--- config.mk ---
export PLATFORM = sky130hd
export DESIGN_NAME = geared_output_shaft_angle
export DESIGN_NICKNAME = d
export VERILOG_FILES = /design/src/rtl/core/gosa_pkg.sv /design/src/rtl/core/gosa_div.sv /design/src/rtl/core/gosa_mod.sv /design/src/rtl/core/geared_output_shaft_angle.sv
export VERILOG_INCLUDE_DIRS = /design/src /design/src/rtl/core
export SDC_FILE = /design/constraint.sdc
export NUM_CORES = 1
export LEC_CHECK = 0
export BUFFER_PORTS_ARGS = -buffer_cell sky130_fd_sc_hd__buf_4
export CORE_AREA = 3 3 183 185
export CTS_CLUSTER_SIZE = 16
export DETAILED_ROUTE_END_ITERATION = 10
export DIE_AREA = 0 0 186 188
export GPL_TIMING_DRIVEN = 0
export PLACE_DENSITY = 0.8
export SLEW_MARGIN = 10
export SYNTH_ARGS = -nofsm -noshare
export SYNTH_HDL_FRONTEND = slang
export SYNTH_SLANG_ARGS = --single-unit
--- constraint.sdc ---
create_clock -name clk -period 4.6 [get_ports clk]
set_input_delay 0.23 -clock clk [delete_from_list [all_inputs] [get_ports clk]]
set_output_delay 0.23 -clock clk [all_outputs]
set_load 0.01 [all_outputs]
--- src/rtl/core/geared_output_shaft_angle_defines.svh ---
// assertion helpers shared by the rtl
`ifndef GEARED_OUTPUT_SHAFT_ANGLE_DEFINES_SVH
`define GEARED_OUTPUT_SHAFT_ANGLE_DEFINES_SVH

// same-cycle implication on clk, off during reset
`define GOSA_ASSERT_NOW(label, ante, cons, msg) \
    label: assert property (@(posedge clk) disable iff (!rst_n) (ante) |-> (cons)) \
        else $error(msg);

// next-cycle implication on clk, off during reset
`define GOSA_ASSERT_NEXT(label, ante, cons, msg) \
    label: assert property (@(posedge clk) disable iff (!rst_n) (ante) |=> (cons)) \
        else $error(msg);

`endif

--- src/rtl/core/gosa_pkg.sv ---
package gosa_pkg;

    localparam int FRAC_BITS = 8;

    localparam int ANGLE_W  = 17;
    localparam int OUT_W    = 18;
    localparam int CNT_W    = 18;
    localparam int GEAR_W   = 16;
    localparam int ACC_W    = 35;
    localparam int PROD_W   = ACC_W + 1;
    localparam int MAG_W    = ACC_W - 1;
    localparam int LIMIT_W  = ANGLE_W + GEAR_W;
    localparam int WRAP_W   = ANGLE_W + 2;
    localparam int STEP_W   = $clog2(MAG_W);
    localparam int IN_TDATA_W  = ((ANGLE_W + 7) / 8) * 8;
    localparam int OUT_TDATA_W = ((OUT_W + 7) / 8) * 8;

    localparam logic [ANGLE_W-1:0] FULL_TURN = ANGLE_W'(360 * (2 ** FRAC_BITS));
    localparam logic [ANGLE_W-1:0] HALF_TURN = ANGLE_W'(180 * (2 ** FRAC_BITS));
    localparam logic [STEP_W-1:0]  STEP_LAST = STEP_W'(MAG_W - 1);

    typedef enum logic [2:0] {
        ST_IDLE,
        ST_MUL,
        ST_CHECK,
        ST_DIV,
        ST_WRAP,
        ST_DONE
    } gosa_state_t;

    typedef struct packed {
        logic load;
        logic step;
    } gosa_seq_t;

endpackage

--- src/rtl/core/gosa_div.sv ---
module gosa_div
    import gosa_pkg::*;
(
    input  logic              clk,
    input  logic              rst_n,
    input  gosa_seq_t         seq,
    input  logic [MAG_W-1:0]  dividend,
    input  logic [GEAR_W-1:0] divisor,
    output logic              q_bit
);

    logic [MAG_W-1:0]  dvd_reg;
    logic [MAG_W-1:0]  dvd_next;
    logic [GEAR_W-1:0] rem_reg;
    logic [GEAR_W-1:0] rem_next;
    logic [GEAR_W:0]   rem_shift;
    logic [GEAR_W:0]   rem_diff;

    // one quotient bit per cycle while seq.step is high, msb first
    always_comb
    begin
        rem_shift = {rem_reg, dvd_reg[MAG_W-1]};
        rem_diff  = rem_shift - {1'b0, divisor};
        q_bit     = (rem_shift >= {1'b0, divisor});
        dvd_next  = dvd_reg;
        rem_next  = rem_reg;
        if (seq.load)
        begin
            dvd_next = dividend;
            rem_next = '0;
        end
        else if (seq.step)
        begin
            dvd_next = {dvd_reg[MAG_W-2:0], 1'b0};
            rem_next = q_bit ? rem_diff[GEAR_W-1:0] : rem_shift[GEAR_W-1:0];
        end
    end

    always_ff @(posedge clk or negedge rst_n)
    begin
        if (!rst_n)
        begin
            dvd_reg <= '0;
            rem_reg <= '0;
        end
        else
        begin
            dvd_reg <= dvd_next;
            rem_reg <= rem_next;
        end
    end

endmodule

--- src/rtl/core/gosa_mod.sv ---
module gosa_mod
    import gosa_pkg::*;
(
    input  logic               clk,
    input  logic               rst_n,
    input  gosa_seq_t          seq,
    input  logic               q_bit,
    output logic [ANGLE_W-1:0] rem
);

    logic [ANGLE_W-1:0] r_reg;
    logic [ANGLE_W-1:0] r_next;
    logic [ANGLE_W:0]   r_shift;
    logic [ANGLE_W:0]   r_diff;

    // running quotient mod one full turn, one quotient bit per cycle while seq.step is high
    always_comb
    begin
        r_shift = {r_reg, q_bit};
        r_diff  = r_shift - {1'b0, FULL_TURN};
        r_next  = r_reg;
        if (seq.load)
        begin
            r_next = '0;
        end
        else if (seq.step)
        begin
            r_next = (r_shift >= {1'b0, FULL_TURN}) ? r_diff[ANGLE_W-1:0]
                                                     : r_shift[ANGLE_W-1:0];
        end
    end

    always_ff @(posedge clk or negedge rst_n)
    begin
        if (!rst_n)
        begin
            r_reg <= '0;
        end
        else
        begin
            r_reg <= r_next;
        end
    end

    assign rem = r_reg;

endmodule

--- src/rtl/core/geared_output_shaft_angle.sv ---
// first sample after reset: accept leads straight to ST_DONE and the output register;
// later samples pass ST_MUL, ST_CHECK, the 34-step serial divider and ST_WRAP first
// a sample is taken only in ST_IDLE, once the last result is in the output register
// the result waits in an output register, so a stalled m_axis side holds back the next
// result in ST_DONE, and the accept after it, but not the next accept
// reset: asynchronous, clears turn count, last angle and first-sample flag, gear ratio to 1
`include "geared_output_shaft_angle_defines.svh"

module geared_output_shaft_angle
    import gosa_pkg::*;
(
    input  logic                   clk,
    input  logic                   rst_n,
    input  logic                   s_axis_tvalid,
    output logic                   s_axis_tready,
    input  logic [IN_TDATA_W-1:0]  s_axis_tdata,   // [16:0] motor_angle
    output logic                   m_axis_tvalid,
    input  logic                   m_axis_tready,
    output logic [OUT_TDATA_W-1:0] m_axis_tdata,   // [17:0] shaft_angle
    input  logic                   cfg_wr_en,
    input  logic [GEAR_W-1:0]      cfg_wr_data
);

    gosa_state_t state_reg;
    gosa_state_t state_next;
    gosa_seq_t   seq;

    logic [GEAR_W-1:0]  gear_reg;
    logic [GEAR_W-1:0]  gear_eff;
    logic [ANGLE_W-1:0] prev_reg;
    logic [ANGLE_W-1:0] cur_reg;
    logic               seen_reg;
    logic [CNT_W-1:0]   cnt_reg;
    logic [CNT_W-1:0]   cnt_next;
    logic [ACC_W-1:0]   acc_reg;
    logic [LIMIT_W-1:0] limit_reg;
    logic               neg_reg;
    logic [STEP_W-1:0]  step_reg;
    logic [OUT_W-1:0]   result_reg;
    logic               out_valid_reg;
    logic [OUT_W-1:0]   out_data_reg;

    logic               accept;
    logic               out_load;
    logic [ANGLE_W-1:0] cur_in;
    logic signed [ANGLE_W:0] delta;
    logic [PROD_W-1:0]  prod;
    logic [ACC_W-1:0]   acc_neg;
    logic [MAG_W-1:0]   mag;
    logic               q_bit;
    logic [ANGLE_W-1:0] mod_rem;
    logic signed [WRAP_W-1:0] r_s;
    logic signed [WRAP_W-1:0] r_w1;
    logic signed [WRAP_W-1:0] r_w2;

    assign cur_in   = s_axis_tdata[ANGLE_W-1:0];
    assign accept   = s_axis_tvalid && s_axis_tready;
    assign out_load = (state_reg == ST_DONE) && (!out_valid_reg || m_axis_tready);
    assign gear_eff = (gear_reg == '0) ? GEAR_W'(1) : gear_reg;

    // next state
    always_comb
    begin
        state_next = state_reg;
        unique case (state_reg)
            ST_IDLE:
            begin
                if (s_axis_tvalid)
                begin
                    state_next = seen_reg ? ST_MUL : ST_DONE;
                end
            end
            ST_MUL:   state_next = ST_CHECK;
            ST_CHECK: state_next = ST_DIV;
            ST_DIV:
            begin
                if (step_reg == STEP_LAST)
                begin
                    state_next = ST_WRAP;
                end
            end
            ST_WRAP:  state_next = ST_DONE;
            ST_DONE:
            begin
                if (out_load)
                begin
                    state_next = ST_IDLE;
                end
            end
            default:  state_next = ST_IDLE;
        endcase
    end

    // outputs of the sequencer
    always_comb
    begin
        s_axis_tready = 1'b0;
        seq.load      = 1'b0;
        seq.step      = 1'b0;
        unique case (state_reg)
            ST_IDLE:  s_axis_tready = 1'b1;
            ST_CHECK: seq.load      = 1'b1;
            ST_DIV:   seq.step      = 1'b1;
            default:  ;
        endcase
    end

    // turn counting on the new sample
    always_comb
    begin
        delta    = $signed({1'b0, cur_in}) - $signed({1'b0, prev_reg});
        cnt_next = cnt_reg;
        if (delta > $signed({1'b0, HALF_TURN}))
        begin
            cnt_next = cnt_reg - CNT_W'(1);
        end
        else if (delta < -$signed({1'b0, HALF_TURN}))
        begin
            cnt_next = cnt_reg + CNT_W'(1);
        end
    end

    assign prod    = PROD_W'($signed(cnt_reg)) * PROD_W'(FULL_TURN) + PROD_W'(cur_reg);
    assign acc_neg = -acc_reg;
    assign mag     = acc_reg[ACC_W-1] ? acc_neg[MAG_W-1:0] : acc_reg[MAG_W-1:0];

    // wrap into (-180, 180]
    always_comb
    begin
        r_s  = neg_reg ? -$signed(WRAP_W'(mod_rem)) : $signed(WRAP_W'(mod_rem));
        r_w1 = r_s;
        if (r_s > $signed(WRAP_W'(HALF_TURN)))
        begin
            r_w1 = r_s - $signed(WRAP_W'(FULL_TURN));
        end
        r_w2 = r_w1;
        if (r_w1 <= -$signed(WRAP_W'(HALF_TURN)))
        begin
            r_w2 = r_w1 + $signed(WRAP_W'(FULL_TURN));
        end
    end

    always_ff @(posedge clk or negedge rst_n)
    begin
        if (!rst_n)
        begin
            state_reg     <= ST_IDLE;
            gear_reg      <= GEAR_W'(1);
            prev_reg      <= '0;
            cur_reg       <= '0;
            seen_reg      <= 1'b0;
            cnt_reg       <= '0;
            acc_reg       <= '0;
            limit_reg     <= '0;
            neg_reg       <= 1'b0;
            step_reg      <= '0;
            result_reg    <= '0;
            out_valid_reg <= 1'b0;
            out_data_reg  <= '0;
        end
        else
        begin
            state_reg <= state_next;
            if (cfg_wr_en)
            begin
                gear_reg <= cfg_wr_data;
            end
            if (accept)
            begin
                cur_reg  <= cur_in;
                prev_reg <= cur_in;
                if (!seen_reg)
                begin
                    seen_reg   <= 1'b1;
                    result_reg <= OUT_W'(cur_in);
                end
                else
                begin
                    cnt_reg <= cnt_next;
                end
            end
            if (state_reg == ST_MUL)
            begin
                acc_reg   <= prod[ACC_W-1:0];
                limit_reg <= LIMIT_W'(FULL_TURN) * LIMIT_W'(gear_eff);
            end
            if (state_reg == ST_CHECK)
            begin
                neg_reg  <= acc_reg[ACC_W-1];
                step_reg <= '0;
                if (mag >= MAG_W'(limit_reg))
                begin
                    cnt_reg <= '0;
                end
            end
            if (state_reg == ST_DIV)
            begin
                step_reg <= step_reg + STEP_W'(1);
            end
            if (state_reg == ST_WRAP)
            begin
                result_reg <= r_w2[OUT_W-1:0];
            end
            if (out_load)
            begin
                out_valid_reg <= 1'b1;
                out_data_reg  <= result_reg;
            end
            else if (m_axis_tready)
            begin
                out_valid_reg <= 1'b0;
            end
        end
    end

    gosa_div u_div (
        .clk      (clk),
        .rst_n    (rst_n),
        .seq      (seq),
        .dividend (mag),
        .divisor  (gear_eff),
        .q_bit    (q_bit)
    );

    gosa_mod u_mod (
        .clk   (clk),
        .rst_n (rst_n),
        .seq   (seq),
        .q_bit (q_bit),
        .rem   (mod_rem)
    );

    assign m_axis_tvalid = out_valid_reg;
    assign m_axis_tdata  = OUT_TDATA_W'(out_data_reg);

    `GOSA_ASSERT_NEXT(a_accept_leaves_idle, accept, state_reg != ST_IDLE, "accept did not start work")
    `GOSA_ASSERT_NEXT(a_div_runs_full, (state_reg == ST_DIV) && (step_reg != STEP_LAST), state_reg == ST_DIV, "divider cut short")
    `GOSA_ASSERT_NOW(a_mod_bounded, state_reg == ST_WRAP, mod_rem < FULL_TURN, "remainder not reduced")
    `GOSA_ASSERT_NEXT(a_wrap_range, state_reg == ST_WRAP, ($signed(result_reg) > -$signed(OUT_W'(HALF_TURN))) && ($signed(result_reg) <= $signed(OUT_W'(HALF_TURN))), "wrapped angle out of range")

endmodule
**Word level (Yosys, flattened, before mapping)**

Index checks and enable logic that the tools add are counted.

- Register bits: 223

- Add/subtract/negate cells: 11
- Multipliers: 2
- Magnitude comparators: 7
- Eq/ne operators: 10
- Muxes and demuxes: 34
- Reductions and logical operators: 12

Operators by type and width:

| operator | number |
|---|---|
| $mux W18 | 10 |
| $mux W34 | 3 |
| $mux W16 | 4 |
| $mux W17 | 3 |
| $mux W19 | 2 |
| $mul A36 B6 Y24 const B | 1 |
| $add A35 B17 Y35 | 1 |
| $ge A34 B33 Y1 | 1 |
| $neg A34 Y34 | 1 |
| $mul A6 B16 Y22 const A | 1 |
| $gt A19 B17 Y1 const B | 1 |
| $le A19 B17 Y1 const B | 1 |
| $neg A17 Y19 | 1 |
| $sub A19 B18 Y19 const B | 1 |
| $add A18 B1 Y18 const B | 1 |
| $add A18 B18 Y18 const B | 1 |
| $ge A18 B17 Y1 const B | 1 |
| $gt A18 B17 Y1 const B | 1 |
| $lt A18 B17 Y1 const B | 1 |
| $pmux W3 S6 | 1 |
| $sub A17 B17 Y18 | 1 |
| $sub A18 B1 Y18 const B | 1 |
| $ge A17 B16 Y1 | 1 |
| $sub A17 B17 Y17 const B | 1 |
| 19 further kinds | 35 |

**Longest topological paths before layout**

- Depth in word-level cells: 8
- Depth in mapped cells: 22
- Mapped depth without buffers: 21

**By module**

From an unflattened synthesis, not the netlist that was laid out.

- Cell total of the unflattened synthesis: 2137
- Area total of the unflattened synthesis: 18884.4 sq um

Modules (own cells, without submodules):

| module | times used | cells an instance | area each (sq um) | seq. area each (sq um) |
|---|---|---|---|---|
| geared_output_shaft_angle | 1 | 1703 | 14845.5 | 3905.0 |
| gosa_div | 1 | 357 | 3196.8 | 1251.2 |
| gosa_mod | 1 | 77 | 842.1 | 425.4 |

**Worst setup path after synthesis**

Ideal clock, no wire load.

- Kind: flip-flop to flip-flop
- From: register cnt_reg[1]
- To: register acc_reg[34]
- Arrival: 4.888 ns
- Slack: -0.370 ns
- Cell stages (with the launch flop): 18
- Buffers on the path: 0
- Period minus slack after synthesis: 4.970 ns
- Cell sequence: dfrtp_1 -> ha_1 -> inv_1 -> fa_1 -> fa_1 -> inv_1 -> ha_1 -> nor2b_1 -> o21ai_1 -> a21boi_1 -> o21a_1 -> o21a_1 -> or4b_1 -> or4b_4 -> nor3b_4 -> nand3b_1 -> or4_1 -> a31oi_1

- Cells in the longest elaborated chain, start to end: 2

RTL lines:

| what | line | RTL |
|---|---|---|
| start, declared | geared_output_shaft_angle.sv:33 | `logic [CNT_W-1:0] cnt_reg;` |
| start signal, assigned | geared_output_shaft_angle.sv:179 | `cnt_reg <= cnt_next;` |
| $mul A36 B6 Y24 | geared_output_shaft_angle.sv:123 | `assign prod = PROD_W'($signed(cnt_reg)) * PROD_W'(FULL_TURN) + PROD_W'(cur_reg);` |
| $add A35 B17 Y35 | geared_output_shaft_angle.sv:123 |  |
| end signal, assigned | geared_output_shaft_angle.sv:184 | `acc_reg <= prod[ACC_W-1:0];` |
| end, declared | geared_output_shaft_angle.sv:35 | `logic [ACC_W-1:0] acc_reg;` |

Every way passes these cells.
A chain may end at the register's enable or synchronous reset.

**Worst setup path after layout**

- From: register cnt_reg[3]
- To: register acc_reg[34]

Same word-level chain as after synthesis.

==> results.txt <==
----------------------------------------------------
[Drt]
  Via density per instance ... slightly above 6
  DRC ... 0
  Post-route antenna net violation count ... 0
  DRC violation total after the first TritonRoute iteration ... around 1300
  Number of search-and-repair iterations in the first detailed-routing pass ... 5
  Count of vias placed by the detailed router ... approximately 17000
  Detail-routed net length per standard cell ... approximately 19 um
  Detailed-route wire length ... about 54000 um

[STA]
  Skew final ... roughly 0.020 ns
  Final critical-path setup slack ... -0.342 ns
  Number of max-slew violations in the final report ... 0
  Unrepaired setup endpoints after global routing ... yes
  Worst Tran Pin Value ... around 1.3 ns
  Final min period ... slightly below 5 ns
  Top achievable clock speed ... approximately 0.20 GHz
  Worst slew slack as a fraction of its limit ... 0.0991
  Period utilisation layout ... 1.07
  Setup-violating endpoint count in the final report ... 26
  Setup TNS after final layout ... -2.59 ns
  Final hold vios ... 0

[Yosys]
  Cell count after synthesis ... roughly 2100
  Synth cell count leaders ... sky130_fd_sc_hd__nand2_1 (270), sky130_fd_sc_hd__inv_1 (246), sky130_fd_sc_hd__dfrtp_1 (222)
  Combined area of all synthesized cells ... 0.0185 mm^2
  Number of distinct standard cells referenced by the synthesized netlist ... 93
  Syn avg cell area ... roughly 8.6 um^2
  Post-synth EDFFs ... 0
  Portion of the post-synthesis area used by sequential elements ... 0.303
  Top post-synthesis cells by area ... sky130_fd_sc_hd__dfrtp_1 (30%), sky130_fd_sc_hd__ha_1 (11%), sky130_fd_sc_hd__fa_1 (6.8%), sky130_fd_sc_hd__nand2_1 (5.5%), sky130_fd_sc_hd__o21ai_0 (5.2%)
  Warnings from Yosys ... 0
  Share of Yosys cell area claimed by the top area cell type ... 0.301
  Async set-reset flop share out of synthesis ... 1.00
  Cell accounting for the most synthesized area ... sky130_fd_sc_hd__dfrtp_1
  Leading cell type by number of instances after synthesis ... sky130_fd_sc_hd__nand2_1
  Top flip-flop cell by instance count after synthesis ... sky130_fd_sc_hd__dfrtp_1
  Register bit count reported by yosys ... approximately 220

[Pwr]
  Final Total Pwr ... between 15000 and 20000 uW
  Worst VDD drop ... 545 uV
  Leakage power of the design ... between 0.01 and 0.015 uW
  Power Density ... 687 mW/mm^2

[Place]
  Cell area after placement ... 0.0195 mm^2
  IO buf count ... 57
  Hpwl dp ... 37600 um
  Weighted congestion reported at the end of routability-driven placement ... 0.946
  Worst slack at placement ... -0.891 ns

[Clock tree]
  Clock buffer depth ... 3
  Number of H-tree levels ... 1
  CTS clk-pin slew, worst paths ... 0.06 ns
  Clock Sinks ... 223
  CTS Buf Count ... 26
  CTS root buffer ... sky130_fd_sc_hd__clkbuf_16
  Clock tree from TritonCTS ... done
  Clock Latency Late Sink ... between 0.5 and 0.6 ns

[Die]
  Floorplan row count ... 66
  Die extent in y ... between 150 and 200 um
  Area enclosed by the die boundary ... 0.0350 mm^2
  X dimension of the die ... approximately 190 um
  Number of top-level pins ... around 70
  Area of the core ... approximately 0.032 mm^2
  Initial Utilization ... 0.573

[Run status]
  Status ... complete, but fails checks
  Failing checks ... negative setup slack

[Cells and area]
  Area added between synthesis and finish ... 21.0%
  Flip-flop count of the largest register, all copies and words added ... 35
  Share of cells above drive strength 1 ... 0.179
  Layout Cell Area excl Fill ... approximately 0.022 mm^2
  Final Net Count ... 2617

[Critical path]
  Critical path fanouts, max ... 4
  Endpoint kind of the worst setup timing path ... flop
  Worst Path Required ... 5.06 ns
  Startpoint type of the worst setup path ... flop
  Worst setup path category ... flop to flop
  Worst Path Arrival ... between 5 and 6 ns

[GRT]
  Initial antenna violation count ... 2
  Total global-route track usage ... 0.299
  Overflow after GRT ... 0
  First-pass GRT wire length ... approximately 85000 um
  Largest net degree at the start of global routing ... 113
  Vias in the first global route ... ~17000

[Hold path]
  Min-Delay Path Class ... input port to flop

[Job]
  Maximum capacitance violations ... 0

----------------------------------------------------
power breakdown:
group	internal [uW]	leakage [uW]	switching (uW)
logic	4250	0.00702	5600
clock network	1240	0.000418	843
registers	2710	0.00278	701
worst max-delay path, stage by stage, from the launching register on:
cell	delay, ns
sky130_fd_sc_hd__dfrtp_2	0.45
sky130_fd_sc_hd__ha_4	0.29
sky130_fd_sc_hd__inv_2	0.04
sky130_fd_sc_hd__fa_1	0.46
sky130_fd_sc_hd__fa_1	0.51
sky130_fd_sc_hd__inv_2	0.05
sky130_fd_sc_hd__ha_4	0.21
sky130_fd_sc_hd__nor2b_4	0.12
sky130_fd_sc_hd__o21ai_2	0.14
sky130_fd_sc_hd__a21boi_2	0.08
sky130_fd_sc_hd__o21a_2	0.23
sky130_fd_sc_hd__o21a_1	0.19
sky130_fd_sc_hd__or4b_4	0.52
sky130_fd_sc_hd__or4b_4	0.54
sky130_fd_sc_hd__nor3b_4	0.22
sky130_fd_sc_hd__nand3b_1	0.13
sky130_fd_sc_hd__or4_4	0.42
sky130_fd_sc_hd__a31oi_2	0.23
stage by stage:
| stage | hold slack (ns) | utilization | instances |
|---|---|---|---|
| after floorplan | -0.0656 | - | 2144 |
| after global placement | 0.442 | 0.604 | 2609 |
| after detailed placement | 0.0422 | 0.606 | 2611 |
| after CTS | 0.0433 | 0.670 | 2742 |
| after global routing | 0.0848 | 0.694 | 2780 |
| final | 0.0452 | 0.694 | 2780 |
per-layer routing:
layer | GRT usage | share of wire | wire length (um)
met1 | 0.391 | 0.41 | 22300
met4 | 0.117 | 0.043 | 2290
met2 | 0.500 | 0.49 | 26300
met3 | 0.0425 | 0.055 | 2980
met5 | 0 | 0 | 0
timing repair:
action                                  in CTS  in global routing
hold buffers                                35                  0
hold endpoints to repair                   257                  0
gates cloned                                 0                  1
setup buffers                               57                 41
resized for setup                           94                112
endpoints found under the setup margin      41                 48
pin swaps                                   61                 74
kinds of logic (layout without fill, tap and decap cells):
kind of cell,count (synthesis),in the layout,synth area share
AO/OA/AOI/OAI,519,519,0.184
XOR/XNOR,113,113,0.0540
adder cells (fa/ha/maj),220,220,0.175
buffers and inverters,354,580,0.0743
flip-flops,223,223,0.303
multiplexers,64,64,0.0365
other,1,8,0.000203
AND/OR/NAND/NOR,645,645,0.174
layout by cell type, fill, tap and decap left out, drive strengths merged, types with 9 or more instances in the layout:
cell         instances
mux2                26
a21oi               79
mux2i               38
o311ai              17
nand2              270
fa                  63
and2                10
buf                177
a21o                29
nand3               42
and3                13
nor4                19
nand2b              40
dfrtp              222
or3                 22
inv                245
nor2                89
a31oi               20
xor2                36
o31a                 9
nand4               32
a211oi              14
xnor2               77
o21a                11
o31ai               29
o21ai              195
dlygate4sd3         35
ha                 156
o211ai              28
nor2b               24
or4                  9
nor3                39
clkbuf             113
cell type report:
type | instances | area [um^2]
inverters | 248 | 938
clock inverters | 7 | 88.8
fillers | 2386 | 9870
flip-flops and latches | 223 | 5610
repair buffers | 187 | 1580
clock buffers | 38 | 757
plain buffers | 100 | 439
well taps | 408 | 510
multi-input cells | 1567 | 12400
diodes | 2 | 5.00
path summary, 6_finish.rpt:
check                                  start           endpoint  slack, ns  cells past startpoint
min in group asynchronous              rst_n       gear_reg[11]       0.08                      2
setup reg to reg                  cnt_reg[3]        acc_reg[34]      -0.34                     17
hold reg to reg            u_div.dvd_reg[24]  u_div.dvd_reg[24]       0.46                      2
hold / removal                 s_axis_tvalid       state_reg[0]       0.05                      3
setup / recovery                  cnt_reg[3]        acc_reg[34]      -0.34                     17
max in group asynchronous              rst_n       u_mod.rem[5]       3.72                      3
Power figures use the tool's default switching activity.
